$ cat config.mk
export PLATFORM = sky130hd
export DESIGN_NAME = positional_insert_delete_list_unit
export DESIGN_NICKNAME = d
export VERILOG_FILES = /design/src/pidl_pkg.sv /design/src/pidl_ram.sv /design/src/pidl_datapath.sv /design/src/pidl_ctrl.sv /design/src/positional_insert_delete_list_unit.sv
export SDC_FILE = /design/constraint.sdc
export NUM_CORES = 2
export LEC_CHECK = 0
export ABC_CLOCK_PERIOD_IN_PS = 13750
export BUFFER_PORTS_ARGS = -buffer_cell sky130_fd_sc_hd__buf_2
export CAP_MARGIN = 20
export CORE_ASPECT_RATIO = 0.7
export CORE_MARGIN = 8
export CORE_UTILIZATION = 60
export CTS_BUF_LIST = sky130_fd_sc_hd__clkbuf_16
export CTS_CLUSTER_DIAMETER = 120
export DETAILED_ROUTE_END_ITERATION = 8
export HOLD_SLACK_MARGIN = 0.03
export PLACE_DENSITY = 0.76
export SYNTH_ARGS = -nofsm -noshare
export SYNTH_HDL_FRONTEND = slang
export SYNTH_SLANG_ARGS = --single-unit
$ cat constraint.sdc
create_clock -name clk -period 13.75 [get_ports clk]
set_input_delay 0 -clock clk [delete_from_list [all_inputs] [get_ports clk]]
set_output_delay 0 -clock clk [all_outputs]
set_load 0.01 [all_outputs]
$ cat src/pidl_pkg.sv
`default_nettype none

package pidl_pkg;

    // default number of list entries
    localparam int unsigned PIDL_CAPACITY = 64;

    // command codes
    localparam logic [1:0] CMD_READ   = 2'd0;
    localparam logic [1:0] CMD_INSERT = 2'd1;
    localparam logic [1:0] CMD_APPEND = 2'd2;
    localparam logic [1:0] CMD_REMOVE = 2'd3;

    // status codes
    localparam logic [1:0] ST_OK    = 2'd0;
    localparam logic [1:0] ST_RANGE = 2'd1;
    localparam logic [1:0] ST_FULL  = 2'd2;

    // width of the position and count fields
    localparam int unsigned POS_W = 7;

    typedef struct packed {
        logic [1:0]        cmd;
        logic [POS_W-1:0]  position;
        logic signed [31:0] item_value;
    } pidl_in_t;

    typedef struct packed {
        logic signed [31:0] read_data;
        logic [POS_W-1:0]  count;
        logic [1:0]        status;
    } pidl_out_t;

    // commands from controller to datapath
    typedef struct packed {
        logic load;
        logic rd_pos;
        logic shift_init;
        logic shift_step;
        logic wr_ins;
        logic wr_app;
        logic dec;
        logic capture;
        logic respond;
    } pidl_ctl_t;

    // status from datapath to controller
    typedef struct packed {
        logic [1:0] op;
        logic       range_err;
        logic       full_err;
        logic       no_shift;
        logic       shift_last;
    } pidl_sts_t;

endpackage

`default_nettype wire

$ cat src/pidl_ram.sv
`default_nettype none

module pidl_ram #(
    parameter int unsigned WIDTH = 32,
    parameter int unsigned DEPTH = 64
) (
    input  wire logic                     clk,
    input  wire logic                     we,
    input  wire logic [$clog2(DEPTH)-1:0] waddr,
    input  wire logic [WIDTH-1:0]         wdata,
    input  wire logic                     re,
    input  wire logic [$clog2(DEPTH)-1:0] raddr,
    output logic      [WIDTH-1:0]         rdata
);

    logic [WIDTH-1:0] mem_array [DEPTH];
    logic [WIDTH-1:0] rdata_reg;

    always_ff @(posedge clk)
    begin
        if (we)
        begin
            mem_array[waddr] <= wdata;
        end
        if (re)
        begin
            rdata_reg <= mem_array[raddr];
        end
    end

    assign rdata = rdata_reg;

endmodule

`default_nettype wire

$ cat src/pidl_datapath.sv
`default_nettype none

module pidl_datapath
    import pidl_pkg::*;
#(
    parameter int unsigned CAPACITY = PIDL_CAPACITY
) (
    input  wire logic      clk,
    input  wire logic      rst_n,
    input  wire pidl_in_t  request,
    input  wire pidl_ctl_t ctl,
    output pidl_sts_t      sts,
    output logic           done,
    output pidl_out_t      result
);

    localparam int unsigned AW = $clog2(CAPACITY);
    localparam int unsigned CW = $clog2(CAPACITY + 1);
    localparam int unsigned LW = (CW > POS_W) ? CW : POS_W;

    pidl_in_t        req_reg;
    logic [CW-1:0]   count_reg, count_next;
    logic [AW-1:0]   ptr_reg, ptr_next;
    logic            mv_pend_reg, mv_pend_next;
    logic [AW-1:0]   mv_addr_reg, mv_addr_next;
    pidl_out_t       result_reg, result_next;
    logic            done_reg;

    logic [LW-1:0]   pos_ext, cnt_ext, cnt_next_ext;
    logic [AW-1:0]   pos_a, cnt_a, cntm1_a;
    logic            is_ins;
    logic            full;
    logic [1:0]      st_code;

    logic            ram_we, ram_re;
    logic [AW-1:0]   ram_waddr, ram_raddr;
    logic [31:0]     ram_wdata, ram_rdata;

    always_comb
    begin
        pos_ext = LW'(req_reg.position);
        cnt_ext = LW'(count_reg);
        pos_a   = pos_ext[AW-1:0];
        cnt_a   = count_reg[AW-1:0];
        cntm1_a = AW'(count_reg - CW'(1));
        is_ins  = (req_reg.cmd == CMD_INSERT);
        full    = (count_reg == CW'(CAPACITY));

        sts.op = req_reg.cmd;
        case (req_reg.cmd)
            CMD_INSERT:
            begin
                sts.range_err = (pos_ext > cnt_ext);
                sts.full_err  = full;
                sts.no_shift  = (pos_ext == cnt_ext);
            end
            CMD_APPEND:
            begin
                sts.range_err = 1'b0;
                sts.full_err  = full;
                sts.no_shift  = 1'b1;
            end
            CMD_REMOVE:
            begin
                sts.range_err = (pos_ext >= cnt_ext);
                sts.full_err  = 1'b0;
                sts.no_shift  = ((pos_ext + LW'(1)) == cnt_ext);
            end
            default:
            begin
                sts.range_err = (pos_ext >= cnt_ext);
                sts.full_err  = 1'b0;
                sts.no_shift  = 1'b1;
            end
        endcase
        sts.shift_last = is_ins ? (ptr_reg == pos_a) : (ptr_reg == cntm1_a);

        if (sts.range_err)
        begin
            st_code = ST_RANGE;
        end
        else if (sts.full_err)
        begin
            st_code = ST_FULL;
        end
        else
        begin
            st_code = ST_OK;
        end
    end

    // element move pipeline: read one entry, then write the registered read data to its neighbor
    always_comb
    begin
        ptr_next     = ptr_reg;
        mv_pend_next = 1'b0;
        mv_addr_next = mv_addr_reg;
        if (ctl.shift_init)
        begin
            ptr_next = is_ins ? cntm1_a : AW'(pos_a + AW'(1));
        end
        else if (ctl.shift_step)
        begin
            mv_pend_next = 1'b1;
            mv_addr_next = is_ins ? AW'(ptr_reg + AW'(1)) : AW'(ptr_reg - AW'(1));
            ptr_next     = is_ins ? AW'(ptr_reg - AW'(1)) : AW'(ptr_reg + AW'(1));
        end

        ram_re    = ctl.rd_pos | ctl.shift_step;
        ram_raddr = ctl.rd_pos ? pos_a : ptr_reg;

        ram_we    = mv_pend_reg | ctl.wr_ins | ctl.wr_app;
        if (mv_pend_reg)
        begin
            ram_waddr = mv_addr_reg;
            ram_wdata = ram_rdata;
        end
        else if (ctl.wr_ins)
        begin
            ram_waddr = pos_a;
            ram_wdata = req_reg.item_value;
        end
        else
        begin
            ram_waddr = cnt_a;
            ram_wdata = req_reg.item_value;
        end
    end

    always_comb
    begin
        count_next = count_reg;
        if (ctl.wr_ins || ctl.wr_app)
        begin
            count_next = CW'(count_reg + CW'(1));
        end
        else if (ctl.dec)
        begin
            count_next = CW'(count_reg - CW'(1));
        end
        cnt_next_ext = LW'(count_next);

        result_next.read_data = ctl.capture ? ram_rdata : '0;
        result_next.count     = cnt_next_ext[POS_W-1:0];
        result_next.status    = st_code;
    end

    always_ff @(posedge clk or negedge rst_n)
    begin
        if (!rst_n)
        begin
            count_reg   <= '0;
            mv_pend_reg <= 1'b0;
            done_reg    <= 1'b0;
        end
        else
        begin
            count_reg   <= count_next;
            mv_pend_reg <= mv_pend_next;
            done_reg    <= ctl.respond;
        end
    end

    always_ff @(posedge clk)
    begin
        if (ctl.load)
        begin
            req_reg <= request;
        end
        if (ctl.respond)
        begin
            result_reg <= result_next;
        end
        ptr_reg     <= ptr_next;
        mv_addr_reg <= mv_addr_next;
    end

    pidl_ram #(
        .WIDTH (32),
        .DEPTH (CAPACITY)
    ) u_store (
        .clk   (clk),
        .we    (ram_we),
        .waddr (ram_waddr),
        .wdata (ram_wdata),
        .re    (ram_re),
        .raddr (ram_raddr),
        .rdata (ram_rdata)
    );

    assign done   = done_reg;
    assign result = result_reg;

`ifndef SYNTH
    a_count_bound: assert property (@(posedge clk) disable iff (!rst_n)
        count_reg <= CW'(CAPACITY))
        else $error("element count above capacity");

    a_no_write_clash: assert property (@(posedge clk) disable iff (!rst_n)
        mv_pend_reg |-> !(ctl.wr_ins || ctl.wr_app))
        else $error("move write collides with commit write");

    a_single_strobe: assert property (@(posedge clk) disable iff (!rst_n)
        done_reg |=> !done_reg)
        else $error("result strobe held two cycles");
`endif

endmodule

`default_nettype wire

$ cat src/pidl_ctrl.sv
`default_nettype none

module pidl_ctrl
    import pidl_pkg::*;
(
    input  wire logic      clk,
    input  wire logic      rst_n,
    input  wire logic      start,
    input  wire pidl_sts_t sts,
    output pidl_ctl_t      ctl,
    output logic           busy
);

    typedef enum logic [2:0] {
        S_IDLE,
        S_CHECK,
        S_READ_WAIT,
        S_SHIFT,
        S_DRAIN,
        S_COMMIT
    } state_t;

    state_t state_reg, state_next;
    logic   busy_reg, busy_next;

    always_comb
    begin
        ctl        = '0;
        state_next = state_reg;
        busy_next  = busy_reg;
        case (state_reg)
            S_IDLE:
            begin
                if (start)
                begin
                    ctl.load   = 1'b1;
                    busy_next  = 1'b1;
                    state_next = S_CHECK;
                end
            end
            S_CHECK:
            begin
                if (sts.range_err || sts.full_err)
                begin
                    ctl.respond = 1'b1;
                end
                else
                begin
                    case (sts.op)
                        CMD_READ:
                        begin
                            ctl.rd_pos = 1'b1;
                        end
                        CMD_INSERT:
                        begin
                            ctl.wr_ins     = sts.no_shift;
                            ctl.respond    = sts.no_shift;
                            ctl.shift_init = !sts.no_shift;
                        end
                        CMD_APPEND:
                        begin
                            ctl.wr_app  = 1'b1;
                            ctl.respond = 1'b1;
                        end
                        default:
                        begin
                            ctl.dec        = sts.no_shift;
                            ctl.respond    = sts.no_shift;
                            ctl.shift_init = !sts.no_shift;
                        end
                    endcase
                end
                if (ctl.respond)
                begin
                    busy_next  = 1'b0;
                    state_next = S_IDLE;
                end
                else if (ctl.rd_pos)
                begin
                    state_next = S_READ_WAIT;
                end
                else
                begin
                    state_next = S_SHIFT;
                end
            end
            S_READ_WAIT:
            begin
                ctl.capture = 1'b1;
                ctl.respond = 1'b1;
                busy_next   = 1'b0;
                state_next  = S_IDLE;
            end
            S_SHIFT:
            begin
                ctl.shift_step = 1'b1;
                if (sts.shift_last)
                begin
                    state_next = S_DRAIN;
                end
            end
            S_DRAIN:
            begin
                state_next = S_COMMIT;
            end
            S_COMMIT:
            begin
                ctl.wr_ins  = (sts.op == CMD_INSERT);
                ctl.dec     = (sts.op != CMD_INSERT);
                ctl.respond = 1'b1;
                busy_next   = 1'b0;
                state_next  = S_IDLE;
            end
            default:
            begin
                busy_next  = 1'b0;
                state_next = S_IDLE;
            end
        endcase
    end

    always_ff @(posedge clk or negedge rst_n)
    begin
        if (!rst_n)
        begin
            state_reg <= S_IDLE;
            busy_reg  <= 1'b0;
        end
        else
        begin
            state_reg <= state_next;
            busy_reg  <= busy_next;
        end
    end

    assign busy = busy_reg;

endmodule

`default_nettype wire

$ cat src/positional_insert_delete_list_unit.sv
// channel   | signals                  | transfer
// ----------+--------------------------+-------------------------------------
// command   | start, busy, request     | edge with start high and busy low
// result    | done, result             | edge ending the cycle with done high
//
// sequence: error, append, insert at the end, remove of the last element are
//   answered from the check state; read first waits for the store; an insert
//   or remove that moves elements moves one element per cycle through the
//   single read port and single write port of the element store
// reset: rst_n clears the count, controller and strobe; the store itself
//   is not cleared, entries at or above the count are never read
// stalls: the receiver cannot stall; done lasts one cycle per transfer
`default_nettype none

module positional_insert_delete_list_unit
    import pidl_pkg::*;
#(
    parameter int unsigned CAPACITY = PIDL_CAPACITY
) (
    input  wire logic     clk,
    input  wire logic     rst_n,
    input  wire logic     start,
    output logic          busy,
    input  wire pidl_in_t request,
    output logic          done,
    output pidl_out_t     result
);

    // command and status between controller and datapath
    pidl_ctl_t ctl;
    pidl_sts_t sts;

    // controller: sequences check, read, element moves and commit
    pidl_ctrl u_ctrl (
        .clk   (clk),
        .rst_n (rst_n),
        .start (start),
        .sts   (sts),
        .ctl   (ctl),
        .busy  (busy)
    );

    // datapath: command register, count, move pipeline, store, result register
    pidl_datapath #(
        .CAPACITY (CAPACITY)
    ) u_datapath (
        .clk     (clk),
        .rst_n   (rst_n),
        .request (request),
        .ctl     (ctl),
        .sts     (sts),
        .done    (done),
        .result  (result)
    );

endmodule

`default_nettype wire

======== After elaboration in Yosys (flattened, before gate mapping) ========
Memories as Yosys holds them, arrays and structs flattened. A register that Yosys moved wholly into a read port is not among the register bits.
Cells that the tools add are included.
storage, ports and cells
  RAM bits ................................ 2048
  word-level logic and storage cells ...... 103
  bits in read-only memories .............. 0
  bits of input ports ..................... 44
  bits in registers ....................... 107
  latch bits .............................. 0
  output and inout port bits .............. 43
  memories kept ........................... 1
memory list
  memory                        words  width  read ports  clocked after Yosys merged registers in  write ports  RTL line        RTL
  u_datapath.u_store.mem_array  64     32     1           1                                        1            pidl_ram.sv:16  logic [WIDTH-1:0] mem_array [DEPTH];
cells by class
  multipliers ............................. 0
  eq/ne operators ......................... 17
  mux-type cells .......................... 46
  shift-type cells ........................ 0
  order comparisons ....................... 2
  div/mod/pow operators ................... 0
  reductions and logical operators ........ 13
  add/sub/neg operators ................... 6
  bitwise logic cells ..................... 5
operators by type and width
  operator                                             count
  two-way mux 6 bit                                    8
  two-way mux 32 bit                                   1
  two-way mux 1 bit                                    20
  adder 7 x 1 -> 7 bit, second input constant          2
  equality test 7 bit                                  2
  two-way mux 7 bit                                    2
  adder 6 x 1 -> 6 bit, second input constant          2
  equality test 6 bit                                  2
  one-hot mux 3 bit (4 select lines)                   1
  two-way mux 2 bit                                    5
  two-way mux 3 bit                                    3
  one-hot mux 3 bit (3 select lines)                   1
  one-hot mux 1 bit (2 select lines)                   4
  equality test 7 bit, second input constant           1
  greater-or-equal comparator 7 bit                    1
  greater-than comparator 7 bit                        1
  subtractor 7 x 1 -> 7 bit, second input constant     1
  equality test 3 x 2 -> 1 bit, second input constant  2
  equality test 3 bit, second input constant           2
  OR reduction 2 bit                                   3
  subtractor 6 x 1 -> 6 bit, second input constant     1
  equality test 2 bit, second input constant           2
  != test 2 x 1 -> 1 bit, second input constant        2
  != test 2 bit, second input constant                 2
  other kinds (13)                                     18

======== Depth between registers and ports, before layout ========
  depth after elaboration ................. 10
  gate-level depth with buffers ........... 18
  gate-level depth less buffers ........... 11

======== Modules after synthesis ========
From an unflattened synthesis, not the netlist that was laid out.
unflattened totals
  cell total of the unflattened synthesis .. 3754
  area, all modules ....................... 84302.1 um^2
by module, submodules not included
  module         seq. area each (um^2)  area an instance (um^2)  cells an instance  times used
  pidl_ram       62459.9                78835.6                  3324               1
  pidl_datapath  3047.9                 5141.2                   392                1
  pidl_ctrl      100.1                  325.3                    38                 1

======== Least setup slack after synthesis ========
No wires, ideal clock.
  kind .................................... register to register
  start point ............................. register u_datapath.req_reg (netlist bit u_datapath.pos_ext[0])
  end point ............................... memory u_datapath.u_store.mem_array[12][0], enable pin
  stages on the path, launching flop included .. 13
  slack ................................... 8.899 ns
  data required time ...................... 13.329 ns
  path buffers ............................ 1
  clock period less this slack ............ 4.851 ns
  library setup time ...................... 0.421 ns
  data arrival time ....................... 4.429 ns
  cell sequence ........................... edfxtp_1 clkbuf_1 inv_1 ha_1 nand2b_1 a211o_1 a21o_1 a21boi_0 o221ai_1 a2111o_1 nand3_1 nand3_1 nor2_1
between the ends
  cells in the longest elaborated chain, start to end .. 10
  elaborated cells on any way between the ends .. 17
  classes of those cells .................. add/sub: 1; order compare: 2; eq/ne: 2; mux: 9; bitwise: 2; reduce/logical: 1
RTL lines
  what                                     RTL line              RTL
  start: declaration                       pidl_datapath.sv:21   pidl_in_t req_reg;
  start signal: assignment                 pidl_datapath.sv:168  req_reg <= request;
  adder 7 x 1 -> 7 bit                     pidl_datapath.sv:67   sts.no_shift = ((pos_ext + LW'(1)) == cnt_ext);
  equality test 7 bit                      pidl_datapath.sv:67
  one-hot mux 3 bit (3 select lines)       pidl_datapath.sv:50   case (req_reg.cmd)
  two-way mux 1 bit                        pidl_ctrl.sv:49       case (sts.op)
  two-way mux 3 bit                        pidl_ctrl.sv:43       if (sts.range_err || sts.full_err)
  one-hot mux 1 bit (2 select lines)       pidl_ctrl.sv:31       case (state_reg)
  OR 1 bit (2 in a row)                    pidl_datapath.sv:112  ram_we = mv_pend_reg | ctl.wr_ins | ctl.wr_app;
  two-way mux 1 bit                        pidl_ram.sv:21        if (we)
  two-way mux 1 bit (not written as such)  pidl_ram.sv:23        mem_array[waddr] <= wdata;
  end: declaration                         pidl_ram.sv:16
Several ways; a longest one is shown, not always the timed one.

======== Worst setup path after layout ========
  start point ............................. register u_datapath.req_reg (netlist bit u_datapath.pos_ext[0])
  end point ............................... register u_datapath.u_store.rdata_reg[10], in the netlist u_datapath.u_store.rdata[10] (read register of u_datapath.u_store.mem_array), data pin
between the ends
  cells in the longest elaborated chain, start to end .. 7
  elaborated cells on any way between the ends .. 9
  classes of those cells .................. order compare: 2; mux: 5; bitwise: 1; reduce/logical: 1
RTL lines
  what                                                                                RTL line                                                       RTL
  greater-or-equal comparator 7 bit or greater-than comparator 7 bit (tied branches)  pidl_datapath.sv:65, pidl_datapath.sv:71, pidl_datapath.sv:53
  one-hot mux 3 bit (3 select lines)                                                  pidl_datapath.sv:50
  logical OR 1 bit                                                                    pidl_ctrl.sv:43
  two-way mux 2 bit                                                                   pidl_ctrl.sv:43
  two-way mux 2 bit (2 in a row)                                                      pidl_ctrl.sv:31
  two-way mux 6 bit or OR 1 bit (tied branches)                                       pidl_datapath.sv:110, pidl_datapath.sv:109
  end: declaration                                                                    pidl_ram.sv:17                                                 logic [WIDTH-1:0] rdata_reg;
Several ways; a longest one is shown, not always the timed one. The select of a mux whose other input is x is not followed.
A chain may end at the register's enable or synchronous reset.

==> impl_metrics.toml <==
[global_route]
grt_pass1_vias = 51191
grt_pass1_wl_mm = 376
grt.overflow.total = 0
grt_start_max_net_pins = 145
antenna_found_initial = 25
grt_usage = 0.331

[power_and_ir_drop]
p_leak_nw = 32.4
powerDensity_nw_per_um2 = 225
vdd.ir_drop.worst_uv = 194
power_mw = 21.8

[timing]
slew_headroom = 0.0955
worst_pin_slew_ns = 1.34
tns_ns = 0
period_minus_slack_ns = 7.12
rsz0062_at_grt = "false"
fin_skew_ns = 0.0317
final_hold_viol_count = 0
timing.final.crit_share = 0.518
fin_hold_ws_ns = 0.108
setup_viol = 0
maxSlewViolCount = 0
max_freq_mhz = 140

[placement]
place_hpwl_mm = 143
io_buffers = 86
placed_cell_area_um2 = 89800
gp_congestion = 0.905

[detailed_routing]
vias_per_cell = 6.96
wl_mm = 267
drtPass1Iterations = 6
wire_per_inst_um = 34.0
via_count = 54756
drt_iter0_markers = 10648
ant_nets = 0
drc_errors = 0

[synth]
synthSimpleGateAreaFrac = 0.0806
synth_flop_cell = "edfxtp_1"
syn_area_per_cell_um2 = 15.5
synth.area.mux_share = 0.0662
synth.net_count = 5662
synth_compound_area_frac = 0.0673
synth_edf_count = 2174
synth_top_family_by_area = "simple AND/OR/NAND/NOR gates"
async_reset_ff_frac = 0.00594
syn_area_um2 = 86600
synth_cells = 5605
synth_seq_area_share = 0.757
synthAdderAreaFrac = 0.00188
yosysWarnings = 0
ys_ff_latch = 2187
synth_cell_types = 76
synth_xor_area_frac = 0.00350

[clocking]
cts_setup_buffers = 0
clk_latency_ns = 0.85
cts.sinks = 2187
ctsResizeCount = 0
cts_root_buffer = "clkbuf_16"
clockBufferDepth = 3
numCtsBuffers = 192
cts_max_level = 4
clk_pin_slew_worst_paths_ns = 0.06
cts_tree = "built"

[worst_setup_path]
cp.arrival_ns = 7.81
path_class = "reg -> reg"
cp.required_ns = 14.44
path_max_fanout = 66
cp_num_buf_inv = 4
crit_path_frequent_cell = "buf_4"
crit_chain = "inv_1 > ha_1 > nand2b_1 > a211o_1 > a211o_4 > buf_4 > a21oi_4 > buf_4 > buf_4 > nand2_1 > a311oi_1 > o21ai_0 > a32oi_1 > and3_1"
cp_slowest_cell = "a32oi_1"
cp-end-kind = "flop"
cp_top_family = "compound AO/OA/AOI/OAI gates"
cpPeakStageDelay_ns = 0.92
start_kind = "flop"

[cells_and_area]
final_util = 0.677
drive_gt1_frac = 0.127
area_growth_pct = 11.9
fillers = 9251
largest_register_ffs = 2048
design_area_um2 = 96900
final_nets = 5862

[run]
drv_cap = 0

[floorplanning]
floorplan.rows = 116
die_area_um2 = 157000
initial_utilization = 0.605
die_h_um = 334
coreArea_um2 = 143000
ios = 87
dieWidth_um = 470

[outcome]
status = "finished clean"

[worst_hold_path]
min_path_type = "in -> reg"
## tightest hold or removal path: stages
cell,delay [ns]
dlygate4sd3_1,0.58
buf_2,0.15
nor2_1,0.05
a21oi_1,0.13
## layer usage
metal | global-route usage | routed length (um) | up-vias
li1 | - | - | 22094
met1 | 0.471 | 96100 | 26757
met2 | 0.455 | 109000 | 5155
met3 | 0.146 | 50900 | 732
met4 | 0.118 | 10500 | 18
met5 | 0 | 343 | -
## final timing paths
kind / start / endpoint / slack (ns) / cells past startpoint
worst min-delay path: start / u_ctrl.state_reg[0] / 0.11 / 4
min in group asynchronous: rst_n / u_datapath.cnt_ext[1] / 0.30 / 3
worst max register to register: u_datapath.pos_ext[0] / u_datapath.u_store.rdata[10] / 6.63 / 14
worst max-delay path: u_datapath.pos_ext[0] / u_datapath.u_store.rdata[10] / 6.63 / 14
worst min register to register: u_datapath.cnt_ext[3] / u_datapath.cnt_ext[3] / 0.60 / 1
max in group asynchronous: rst_n / u_datapath.mv_pend_reg / 12.92 / 3
## power by group
group,leakage [nW],internal (mW),switching (mW),total (mW)
combinational,9.59,2.19,5.82,8.01
clock,3.05,2.75,2.41,5.16
sequential,19.8,8.37,0.262,8.64
total,32.4,13.3,8.50,21.8
## synthesized netlist by cell type, drive strengths merged, types with 8 or more instances
master	count	share of area
a2111oi	35	0.0038
a211o	12	0.0012
a211oi	101	0.0088
a21oi	285	0.017
a311oi	58	0.0059
a31oi	50	0.0038
a32oi	52	0.0053
a41oi	9	0.00091
and2	40	0.0029
and3	14	0.0010
buf	208	0.014
clkbuf	146	0.0063
dfrtp	13	0.0038
edfxtp	2174	0.75
ha	13	0.0019
inv	64	0.0028
mux2	48	0.0062
mux2i	342	0.040
mux4	77	0.020
nand2	1019	0.044
nand2b	10	0.00072
nand3	219	0.013
nand4	39	0.0028
nor2	115	0.0051
nor3	62	0.0036
nor3b	8	0.00082
nor4	53	0.0038
o211ai	9	0.00078
o21ai	76	0.0044
o221ai	49	0.0050
o22ai	90	0.0065
o41ai	9	0.00091
or3	8	0.00058
or4	14	0.0012
xnor2	23	0.0023
xor2	9	0.00091
## cell usage in the layout, fill, tap and decap left out, types with 51 or more instances in the layout
cell and count:
dlygate4sd3_1 85, clkbuf_16 196, a21oi_1 284, edfxtp_1 2174
nor4_1 53, a311oi_1 58, o22ai_1 90, a211oi_1 101
mux2i_1 334, nor3_1 60, nand3_1 219, nor2_4 68
nand2_1 1014, inv_1 105, a32oi_1 52, mux4_2 77
buf_4 153, buf_2 87, clkinv_1 51, o21ai_0 68
## logic make-up (layout without fill, tap and decap cells)
| family | Yosys count | in the layout |
|---|---|---|
| DFF | 2187 | 2187 |
| and+or+nand+nor | 1615 | 1615 |
| AOI/OAI and AO/OA | 872 | 872 |
| muxes | 467 | 467 |
| buffers and inverters | 418 | 773 |
| xor gates and xnor gates | 33 | 33 |
| adders and majority gates | 13 | 13 |
| other | 0 | 15 |
## per-stage QoR
stage | setup slack [ns] | std cells
floorplan | 8.90 | 5605
global placement | 6.38 | 7382
detailed placement | 6.97 | 7394
CTS | 6.93 | 7828
global route | 6.42 | 7848
finish | 6.63 | 7863
## cell type report
class | count | area, um2 | share of cell area
clock inverter | 153 | 1000 | 0.0103
clock buffer | 196 | 4900 | 0.0506
antenna | 15 | 37.5 | 0.000387
timing repair buffer | 360 | 3090 | 0.0319
multi-input combinational | 3000 | 19700 | 0.203
sequential | 2187 | 65600 | 0.677
inverter | 64 | 240 | 0.00248
tap | 1888 | 2360 | 0.0244
## repair_timing
action	in CTS	in global routing
hold buffers	85	0
hold endpoints to repair	82	0
setup endpoints to repair	0	0
Note: power is estimated with default switching activity, not from simulation.
